`src/pwsd_pkg.sv`:
```
`timescale 1ns / 1ps
// ----------------------------------------------------------------------------
// pwsd_pkg
// Shared types and constants for the PID controller with settle detection:
// word formats, configuration register set and register indexes.
// ----------------------------------------------------------------------------
package pwsd_pkg;

    // fixed width of error, limit and drive samples
    localparam int ERROR_WIDTH = 16;

    // gain format and integral width defaults
    localparam int GAIN_WIDTH             = 16;
    localparam int GAIN_FRAC_BITS_DEFAULT = 8;
    localparam int INTEGRAL_WIDTH_DEFAULT = 32;

    // configuration port geometry
    localparam int APB_ADDR_WIDTH = 5;
    localparam int APB_DATA_WIDTH = 32;

    // register indexes
    typedef enum logic [2:0] {
        REG_GAIN_P       = 3'd0,
        REG_GAIN_I       = 3'd1,
        REG_GAIN_D       = 3'd2,
        REG_WINDUP_LIMIT = 3'd3,
        REG_EXIT_MODE    = 3'd4,
        REG_ERROR_BAND   = 3'd5,
        REG_SLOPE_BAND   = 3'd6,
        REG_SETTLE_TICKS = 3'd7
    } reg_idx_t;

    // settle rule codes
    localparam logic EXIT_SETTLE_TIME = 1'b0;
    localparam logic EXIT_DERIVATIVE  = 1'b1;

    // input word
    typedef struct packed {
        logic signed [ERROR_WIDTH-1:0] error_in;
        logic signed [ERROR_WIDTH-1:0] limit_low;
        logic signed [ERROR_WIDTH-1:0] limit_high;
    } req_word_t;

    // result word
    typedef struct packed {
        logic signed [ERROR_WIDTH-1:0] drive;
        logic                          is_settled;
    } rsp_word_t;

    // configuration register set
    typedef struct packed {
        logic signed [GAIN_WIDTH-1:0] gain_p;
        logic signed [GAIN_WIDTH-1:0] gain_i;
        logic signed [GAIN_WIDTH-1:0] gain_d;
        logic [14:0]                  windup_limit;
        logic                         exit_mode;
        logic [14:0]                  error_band;
        logic [15:0]                  slope_band;
        logic [15:0]                  settle_ticks;
    } cfg_t;

endpackage

```
`src/pwsd_regs.sv`:
```
`timescale 1ns / 1ps
// ----------------------------------------------------------------------------
// pwsd_regs
// APB register file holding gains, windup limit and settle rule settings.
// ----------------------------------------------------------------------------
module pwsd_regs
    import pwsd_pkg::*;
(
    input  logic                      clk,
    input  logic                      rst_n,
    input  logic                      psel,
    input  logic                      penable,
    input  logic                      pwrite,
    input  logic [APB_ADDR_WIDTH-1:0] paddr,
    input  logic [APB_DATA_WIDTH-1:0] pwdata,
    output logic [APB_DATA_WIDTH-1:0] prdata,
    output logic                      pready,
    output cfg_t                      cfg
);

    cfg_t     cfg_reg;
    cfg_t     cfg_next;
    reg_idx_t idx;
    logic     wr_en;

    assign pready = 1'b1;
    assign idx    = reg_idx_t'(paddr[4:2]);
    assign wr_en  = psel && penable && pwrite;
    assign cfg    = cfg_reg;

    // register write decode
    always_comb
    begin
        cfg_next = cfg_reg;
        if (wr_en)
        begin
            case (idx)
                REG_GAIN_P:       cfg_next.gain_p       = pwdata[15:0];
                REG_GAIN_I:       cfg_next.gain_i       = pwdata[15:0];
                REG_GAIN_D:       cfg_next.gain_d       = pwdata[15:0];
                REG_WINDUP_LIMIT: cfg_next.windup_limit = pwdata[14:0];
                REG_EXIT_MODE:    cfg_next.exit_mode    = pwdata[0];
                REG_ERROR_BAND:   cfg_next.error_band   = pwdata[14:0];
                REG_SLOPE_BAND:   cfg_next.slope_band   = pwdata[15:0];
                REG_SETTLE_TICKS: cfg_next.settle_ticks = pwdata[15:0];
                default:          cfg_next = cfg_reg;
            endcase
        end
    end

    // register storage
    always_ff @(posedge clk or negedge rst_n)
    begin
        if (!rst_n)
        begin
            cfg_reg.gain_p       <= '0;
            cfg_reg.gain_i       <= '0;
            cfg_reg.gain_d       <= '0;
            cfg_reg.windup_limit <= 15'h7FFF;
            cfg_reg.exit_mode    <= EXIT_SETTLE_TIME;
            cfg_reg.error_band   <= '0;
            cfg_reg.slope_band   <= '0;
            cfg_reg.settle_ticks <= 16'd1;
        end
        else
        begin
            cfg_reg <= cfg_next;
        end
    end

    // read back mux
    always_comb
    begin
        case (idx)
            REG_GAIN_P:       prdata = {16'b0, cfg_reg.gain_p};
            REG_GAIN_I:       prdata = {16'b0, cfg_reg.gain_i};
            REG_GAIN_D:       prdata = {16'b0, cfg_reg.gain_d};
            REG_WINDUP_LIMIT: prdata = {17'b0, cfg_reg.windup_limit};
            REG_EXIT_MODE:    prdata = {31'b0, cfg_reg.exit_mode};
            REG_ERROR_BAND:   prdata = {17'b0, cfg_reg.error_band};
            REG_SLOPE_BAND:   prdata = {16'b0, cfg_reg.slope_band};
            REG_SETTLE_TICKS: prdata = {16'b0, cfg_reg.settle_ticks};
            default:          prdata = '0;
        endcase
    end

endmodule

```
`src/pwsd_state.sv`:
```
`timescale 1ns / 1ps
// ----------------------------------------------------------------------------
// pwsd_state
// Controller state: integral with windup and sign-change clearing, previous
// error, first-sample flag and in-band run counter. Produces the updated
// integral, derivative and settled flag for the sample being stepped.
// ----------------------------------------------------------------------------
module pwsd_state
    import pwsd_pkg::*;
#(
    parameter int INTEGRAL_WIDTH = INTEGRAL_WIDTH_DEFAULT
)
(
    input  logic                             clk,
    input  logic                             rst_n,
    input  cfg_t                             cfg,
    input  logic                             step,
    input  logic signed [ERROR_WIDTH-1:0]    err,
    output logic signed [INTEGRAL_WIDTH-1:0] acc_out,
    output logic signed [ERROR_WIDTH:0]      deriv,
    output logic                             settled
);

    localparam int ACC_SUM_W = INTEGRAL_WIDTH + 1;
    localparam logic signed [ACC_SUM_W-1:0] ACC_MAX =
        ACC_SUM_W'((64'sd1 <<< (INTEGRAL_WIDTH - 1)) - 64'sd1);
    localparam logic signed [ACC_SUM_W-1:0] ACC_MIN = -ACC_MAX - 1;

    logic signed [ERROR_WIDTH-1:0]    last_error_reg;
    logic signed [INTEGRAL_WIDTH-1:0] acc_reg;
    logic signed [INTEGRAL_WIDTH-1:0] acc_next;
    logic [15:0]                      count_reg;
    logic [15:0]                      count_next;
    logic                             first_reg;

    logic signed [ERROR_WIDTH:0]      err_ext;
    logic [ERROR_WIDTH:0]             mag_err;
    logic [ERROR_WIDTH+1:0]           mag_d;
    logic signed [ACC_SUM_W-1:0]      acc_sum;
    logic                             in_windup;
    logic                             in_band;
    logic                             sign_change;

    // magnitudes
    assign err_ext = (ERROR_WIDTH + 1)'(err);
    assign mag_err = err[ERROR_WIDTH-1] ? (ERROR_WIDTH + 1)'(-err_ext)
                                        : (ERROR_WIDTH + 1)'(err_ext);
    assign in_windup = mag_err <= (ERROR_WIDTH + 1)'(cfg.windup_limit);
    assign in_band   = mag_err <= (ERROR_WIDTH + 1)'(cfg.error_band);

    // derivative, held at zero on the first sample
    assign deriv = first_reg ? '0 : err_ext - (ERROR_WIDTH + 1)'(last_error_reg);
    assign mag_d = deriv[ERROR_WIDTH] ? (ERROR_WIDTH + 2)'(-(ERROR_WIDTH + 2)'(deriv))
                                      : (ERROR_WIDTH + 2)'(deriv);

    // sign of error against sign of previous error
    assign sign_change = (err[ERROR_WIDTH-1] != last_error_reg[ERROR_WIDTH-1])
                      || ((err == '0) != (last_error_reg == '0));

    // integral update with saturation and clearing
    assign acc_sum = ACC_SUM_W'(acc_reg) + ACC_SUM_W'(err);
    always_comb
    begin
        if (!in_windup || sign_change)
            acc_next = '0;
        else if (acc_sum > ACC_MAX)
            acc_next = INTEGRAL_WIDTH'(ACC_MAX);
        else if (acc_sum < ACC_MIN)
            acc_next = INTEGRAL_WIDTH'(ACC_MIN);
        else
            acc_next = INTEGRAL_WIDTH'(acc_sum);
    end
    assign acc_out = acc_next;

    // in-band run counter, only advanced under the settle time rule
    always_comb
    begin
        count_next = count_reg;
        if (cfg.exit_mode == EXIT_SETTLE_TIME)
        begin
            if (!in_band)
                count_next = '0;
            else if (count_reg != 16'hFFFF)
                count_next = count_reg + 16'd1;
        end
    end

    // settled flag per selected rule
    always_comb
    begin
        if (cfg.exit_mode == EXIT_SETTLE_TIME)
            settled = count_next >= cfg.settle_ticks;
        else
            settled = in_band && (mag_d <= (ERROR_WIDTH + 2)'(cfg.slope_band));
    end

    // state registers
    always_ff @(posedge clk or negedge rst_n)
    begin
        if (!rst_n)
        begin
            last_error_reg <= '0;
            acc_reg        <= '0;
            count_reg      <= '0;
            first_reg      <= 1'b1;
        end
        else if (step)
        begin
            last_error_reg <= err;
            acc_reg        <= acc_next;
            count_reg      <= count_next;
            first_reg      <= 1'b0;
        end
    end

endmodule

```
`src/pid_with_settle_detect_core.sv`:
```
`timescale 1ns / 1ps
// ----------------------------------------------------------------------------
// pid_with_settle_detect_core
// Fixed-point PID controller with integral windup limit, drive clamping and
// settle detection, fed one error word per cycle unless stalled.
// Throughput: one word per cycle unless stalled; state update is combinational.
// Pipeline: input register, state update, products, sum/saturate/clamp.
// Reset: state and valids cleared, registers to defaults, no clearing pass.
// ----------------------------------------------------------------------------
module pid_with_settle_detect_core
    import pwsd_pkg::*;
#(
    parameter int GAIN_FRAC_BITS = GAIN_FRAC_BITS_DEFAULT,
    parameter int INTEGRAL_WIDTH = INTEGRAL_WIDTH_DEFAULT
)
(
    input  logic                      clk,
    input  logic                      rst_n,
    input  logic                      req_valid,
    output logic                      req_stall,
    input  req_word_t                 req_word,
    output logic                      rsp_valid,
    input  logic                      rsp_stall,
    output rsp_word_t                 rsp_word,
    input  logic                      psel,
    input  logic                      penable,
    input  logic                      pwrite,
    input  logic [APB_ADDR_WIDTH-1:0] paddr,
    input  logic [APB_DATA_WIDTH-1:0] pwdata,
    output logic [APB_DATA_WIDTH-1:0] prdata,
    output logic                      pready
);

    localparam int DW       = ERROR_WIDTH + 1;
    localparam int P_W      = GAIN_WIDTH + ERROR_WIDTH;
    localparam int I_W      = GAIN_WIDTH + INTEGRAL_WIDTH;
    localparam int D_W      = GAIN_WIDTH + DW;
    localparam int SUM_W    = ((I_W > D_W) ? I_W : D_W) + 2;
    localparam logic signed [SUM_W-1:0] DRV_MAX =
        SUM_W'((64'sd1 <<< (ERROR_WIDTH - 1)) - 64'sd1);
    localparam logic signed [SUM_W-1:0] DRV_MIN = -DRV_MAX - 1;

    cfg_t cfg;

    // handshake
    logic v0_reg, v1_reg, v2_reg, vo_reg;
    logic rdy0, rdy1, rdy2, rdyo;
    logic adv0;

    // stage 0: input register
    req_word_t s0_reg;

    // stage 1: state update results
    logic signed [ERROR_WIDTH-1:0]    s1_err_reg;
    logic signed [DW-1:0]             s1_d_reg;
    logic signed [INTEGRAL_WIDTH-1:0] s1_acc_reg;
    logic signed [ERROR_WIDTH-1:0]    s1_lo_reg;
    logic signed [ERROR_WIDTH-1:0]    s1_hi_reg;
    logic                             s1_set_reg;

    // stage 2: products
    logic signed [P_W-1:0]            s2_p_reg;
    logic signed [I_W-1:0]            s2_i_reg;
    logic signed [D_W-1:0]            s2_d_reg;
    logic signed [ERROR_WIDTH-1:0]    s2_lo_reg;
    logic signed [ERROR_WIDTH-1:0]    s2_hi_reg;
    logic                             s2_set_reg;

    // output register
    rsp_word_t out_reg;
    rsp_word_t out_next;

    logic signed [INTEGRAL_WIDTH-1:0] acc_new;
    logic signed [DW-1:0]             deriv;
    logic                             settled;
    logic signed [SUM_W-1:0]          sum;
    logic signed [SUM_W-1:0]          scaled;
    logic signed [ERROR_WIDTH-1:0]    sat_drive;

    // configuration registers
    pwsd_regs u_regs (
        .clk     (clk),
        .rst_n   (rst_n),
        .psel    (psel),
        .penable (penable),
        .pwrite  (pwrite),
        .paddr   (paddr),
        .pwdata  (pwdata),
        .prdata  (prdata),
        .pready  (pready),
        .cfg     (cfg)
    );

    // pipeline flow control
    assign rdyo      = !vo_reg || !rsp_stall;
    assign rdy2      = !v2_reg || rdyo;
    assign rdy1      = !v1_reg || rdy2;
    assign rdy0      = !v0_reg || rdy1;
    assign adv0      = v0_reg && rdy1;
    assign req_stall = !rdy0;
    assign rsp_valid = vo_reg;
    assign rsp_word  = out_reg;

    always_ff @(posedge clk or negedge rst_n)
    begin
        if (!rst_n)
        begin
            v0_reg <= 1'b0;
            v1_reg <= 1'b0;
            v2_reg <= 1'b0;
            vo_reg <= 1'b0;
        end
        else
        begin
            if (rdy0)
                v0_reg <= req_valid;
            if (rdy1)
                v1_reg <= v0_reg;
            if (rdy2)
                v2_reg <= v1_reg;
            if (rdyo)
                vo_reg <= v2_reg;
        end
    end

    // controller state
    pwsd_state #(
        .INTEGRAL_WIDTH (INTEGRAL_WIDTH)
    ) u_state (
        .clk     (clk),
        .rst_n   (rst_n),
        .cfg     (cfg),
        .step    (adv0),
        .err     (s0_reg.error_in),
        .acc_out (acc_new),
        .deriv   (deriv),
        .settled (settled)
    );

    // final sum, floor scaling, saturation and clamp
    assign sum    = SUM_W'(s2_p_reg) + SUM_W'(s2_i_reg) + SUM_W'(s2_d_reg);
    assign scaled = sum >>> GAIN_FRAC_BITS;

    always_comb
    begin
        if (scaled > DRV_MAX)
            sat_drive = ERROR_WIDTH'(DRV_MAX);
        else if (scaled < DRV_MIN)
            sat_drive = ERROR_WIDTH'(DRV_MIN);
        else
            sat_drive = ERROR_WIDTH'(scaled);

        out_next.is_settled = s2_set_reg;
        if (sat_drive < s2_lo_reg)
            out_next.drive = s2_lo_reg;
        else if (sat_drive > s2_hi_reg)
            out_next.drive = s2_hi_reg;
        else
            out_next.drive = sat_drive;
    end

    // payload registers
    always_ff @(posedge clk)
    begin
        if (rdy0 && req_valid)
            s0_reg <= req_word;
        if (adv0)
        begin
            s1_err_reg <= s0_reg.error_in;
            s1_d_reg   <= deriv;
            s1_acc_reg <= acc_new;
            s1_lo_reg  <= s0_reg.limit_low;
            s1_hi_reg  <= s0_reg.limit_high;
            s1_set_reg <= settled;
        end
        if (rdy2 && v1_reg)
        begin
            s2_p_reg   <= cfg.gain_p * s1_err_reg;
            s2_i_reg   <= cfg.gain_i * s1_acc_reg;
            s2_d_reg   <= cfg.gain_d * s1_d_reg;
            s2_lo_reg  <= s1_lo_reg;
            s2_hi_reg  <= s1_hi_reg;
            s2_set_reg <= s1_set_reg;
        end
        if (rdyo && v2_reg)
            out_reg <= out_next;
    end

endmodule

```
`config.mk`:
```
export PLATFORM = sky130hd
export DESIGN_NAME = pid_with_settle_detect_core
export DESIGN_NICKNAME = d
export VERILOG_FILES = /design/src/pwsd_pkg.sv /design/src/pwsd_regs.sv /design/src/pwsd_state.sv /design/src/pid_with_settle_detect_core.sv
export SDC_FILE = /design/constraint.sdc
export NUM_CORES = 2
export LEC_CHECK = 0
export ABC_AREA = 1
export BUFFER_PORTS_ARGS = -buffer_cell sky130_fd_sc_hd__buf_4
export CAP_MARGIN = 0
export CORE_MARGIN = 10
export CORE_UTILIZATION = 40
export CTS_BUF_LIST = sky130_fd_sc_hd__clkbuf_2
export CTS_CLUSTER_DIAMETER = 120
export DETAILED_ROUTE_END_ITERATION = 8
export GPL_TIMING_DRIVEN = 0
export PLACE_DENSITY = 0.66
export SLEW_MARGIN = 15
export SYNTH_ARGS = -nofsm -noshare
export SYNTH_HDL_FRONTEND = slang
export SYNTH_SLANG_ARGS = --single-unit
```
`constraint.sdc`:
```
create_clock -name clk -period 8.65 [get_ports clk]
set_input_delay 1.2975 -clock clk [delete_from_list [all_inputs] [get_ports clk]]
set_output_delay 1.2975 -clock clk [all_outputs]
set_load 0.03 [all_outputs]
```
==> results.txt <==
Detailed Route WL -> 198 mm
Total track usage -> 0.220
Max-slew headroom at the worst pin -> 0.224
Pre-antenna DRT Iters -> 8
Dominant cell type by area after synthesis -> fa_1
Met3 Resource Use GR -> 0.0460
Synth top area share -> 0.326
Setup violators final -> 0
DR WL/cell -> 19.0 um
Vias in the first global route -> 53602
Max-Cap Viols -> 0
Crit start category -> flip-flop
Die width -> 426 um
Slew @ Worst Pin -> 1160 ps
Initial antenna violation count -> 5
Fmax -> 120 MHz
Synth Area per Inst -> 8.49 sq um
Post-Syn Instances -> 7767
Die ar. -> 181000 sq um
Root buf cell -> clkbuf_2
Synthesized flop and latch total -> 489
Vias per inst -> 4.99
Asr flop ratio synth -> 0.368
Area growth, synth to finish -> 9.10%
Layout cell share with drive strength beyond 1 -> 0.0588
Final #Nets -> 9743
Final TNS setup -> 0 ps
Crit path max fanout -> 10
Post-synthesis sequential area ratio -> 0.209
Starting DRT DRC Count -> 4061
Num ports -> 144
Vias -> 51880
Largest net degree at the start of global routing -> 101
Primary FF master, synth -> edfxtp_1
Routing usage on met1 -> 0.294
Crit share post-route -> 0.961
Non-Filler Instances -> 10390
Unrepaired setup endpoints after global routing -> false
I/O Buffers -> 107
Drt drc -> 0
Crit Path Class -> flip-flop to flip-flop
Met2 Use GR -> 0.352
Crit end category -> flip-flop
Yosys warns -> 0
Most numerous cell in the Yosys netlist -> inv_1
Post-DP HPWL -> 166 mm
Clk slew on worst S/H paths -> 110 ps
Hold Vio Cnt, Final -> 0
Initial core utilization -> 0.404
Min Tclk post-route -> 8320 ps
Critical Path RT -> 9810 ps
Clock tree buffer depth -> 3
GRT Max-Usage Layer -> met2
Global-route wire length before repair -> 309 mm
Core Rows -> 148
Grt total ovfl -> 0
Die Y -> 426 um
Placer Congestion -> 0.978
Synth top cells by count -> inv_1, nand2_1, fa_1
Post-Route Skew -> 169 ps
CTS tree -> yes
Arrival time at the worst endpoint -> 9480 ps
Placed Instances -> 10072
Worst hold slack -> 206 ps
Depth of the CTS H-tree -> 4
Hold Crit Class -> input pin to asynchronous set/reset pin
Dominant cells by area after synthesis -> fa_1, edfxtp_1, inv_1
Netlist cell types -> 62
Reg2Reg Depth -> 24
Core ar. -> 163000 sq um
Clock sink count -> 489
Clk_lat worst skew -> 1620 ps
Post-synth EDFFs -> 309
Max reg flops -> 111
Final Slew Violations -> 0
Mapped Area -> 65900 sq um
TritonCTS Buffers -> 135
Status -> finished, final reports clean
Post-CTS Setup Bufs -> 0
Antenna viol nets, final -> 0
[cells in the final DEF (no fill, tap or decap), types with 12 or more instances in the layout]
master | Yosys | routed
ha_1 | 472 | 472
nor2_1 | 276 | 275
o21ai_1 | 16 | 16
fa_1 | 1073 | 1073
nand2_1 | 1942 | 1942
or2_2 | 50 | 50
clkinv_2 | 0 | 16
xor2_1 | 127 | 127
o21bai_1 | 18 | 18
inv_1 | 1945 | 1944
clkbuf_2 | 0 | 183
a31oi_1 | 35 | 35
dfstp_2 | 17 | 17
nand4_1 | 38 | 38
nor3_1 | 41 | 41
o31ai_1 | 12 | 12
xnor2_1 | 83 | 82
clkbuf_1 | 249 | 245
nand2_2 | 20 | 20
dlygate4sd3_1 | 0 | 73
o22ai_1 | 16 | 16
o211ai_1 | 15 | 15
nor2_2 | 14 | 14
nor4_1 | 15 | 15
conb_1 | 2 | 17
o21a_1 | 13 | 13
dfrtp_1 | 163 | 163
a21oi_1 | 270 | 269
buf_1 | 12 | 12
buf_4 | 18 | 124
a221oi_1 | 14 | 14
o21ai_0 | 279 | 279
edfxtp_1 | 309 | 309
clkinv_1 | 3 | 27
nand3_1 | 121 | 121
[stage by stage]
stage / setup WS [ps] / utilization / area (sq um)
floorplan: 2380 / - / 66000
global placement: 516 / 0.425 / 69500
detailed placement: 457 / 0.427 / 69700
CTS: 332 / 0.440 / 71900
global route: 12.8 / 0.440 / 71900
finish: 335 / 0.440 / 71900
[logic make-up after synthesis]
family	share of synthesized area
compound gates	0.0635
simple gates	0.154
fa+ha+maj	0.416
other cells	0.000114
flops	0.209
buf+inv	0.129
xor+xnor	0.0283
[area by class of cell]
class | instances | area, sq um
sequential | 489 | 13800
clock inverter | 58 | 477
clock buffer | 183 | 916
antenna | 5 | 12.5
inverter | 1952 | 7330
buffer | 281 | 1150
timing repair buffer | 190 | 1790
multi-input combinational | 5057 | 43700
fill | 16224 | 91400
tap | 2175 | 2720
[critical path, cell delays in order (launching register included)]
cell	delay [ps]
dfrtp_1	330
clkbuf_1	470
clkbuf_1	560
nand2_1	170
fa_1	550
inv_1	60
fa_1	530
inv_1	50
fa_1	500
inv_1	50
fa_1	540
inv_1	60
fa_1	500
inv_1	60
fa_1	440
ha_1	350
nand2_1	90
o31ai_1	490
a21oi_1	340
o21ai_1	380
a21oi_1	170
o21ai_1	230
inv_1	80
o21ai_0	190
xor2_1	710
[final timing paths]
kind,startpoint,slack (ps),endpoint
max in group asynchronous,rst_n,7330,u_regs.cfg[52]$_DFFE_PN1P_
max reg2reg,u_regs.cfg[106]$_DFFE_PN0P_,330,s2_p_reg[28]$_DFFE_PP_
min reg2reg,s1_lo_reg[0]$_DFFE_PP_,330,s2_lo_reg[0]$_DFFE_PP_
max,u_regs.cfg[106]$_DFFE_PN0P_,330,s2_p_reg[28]$_DFFE_PP_
min,rst_n,210,u_state.acc_reg[27]$_DFFE_PN0P_
min in group clk,pwrite,240,u_regs.cfg[16]$_DFFE_PN0P_
[per-layer routing]
metal | vias to the layer above | wire length [um]
met5 | - | 13
met4 | 2 | 8340
met3 | 295 | 16800
met2 | 1981 | 89400
met1 | 25613 | 83200
li1 | 23989 | -
[repair_timing]
action,CTS,global route
resized for setup,0,1
setup endpoints to repair,0,2
hold buffers,73,0
endpoints found under the hold margin,196,0
Power is not shown: default switching activity piles up to over one toggle a cycle in this logic, so the estimate is an artifact.
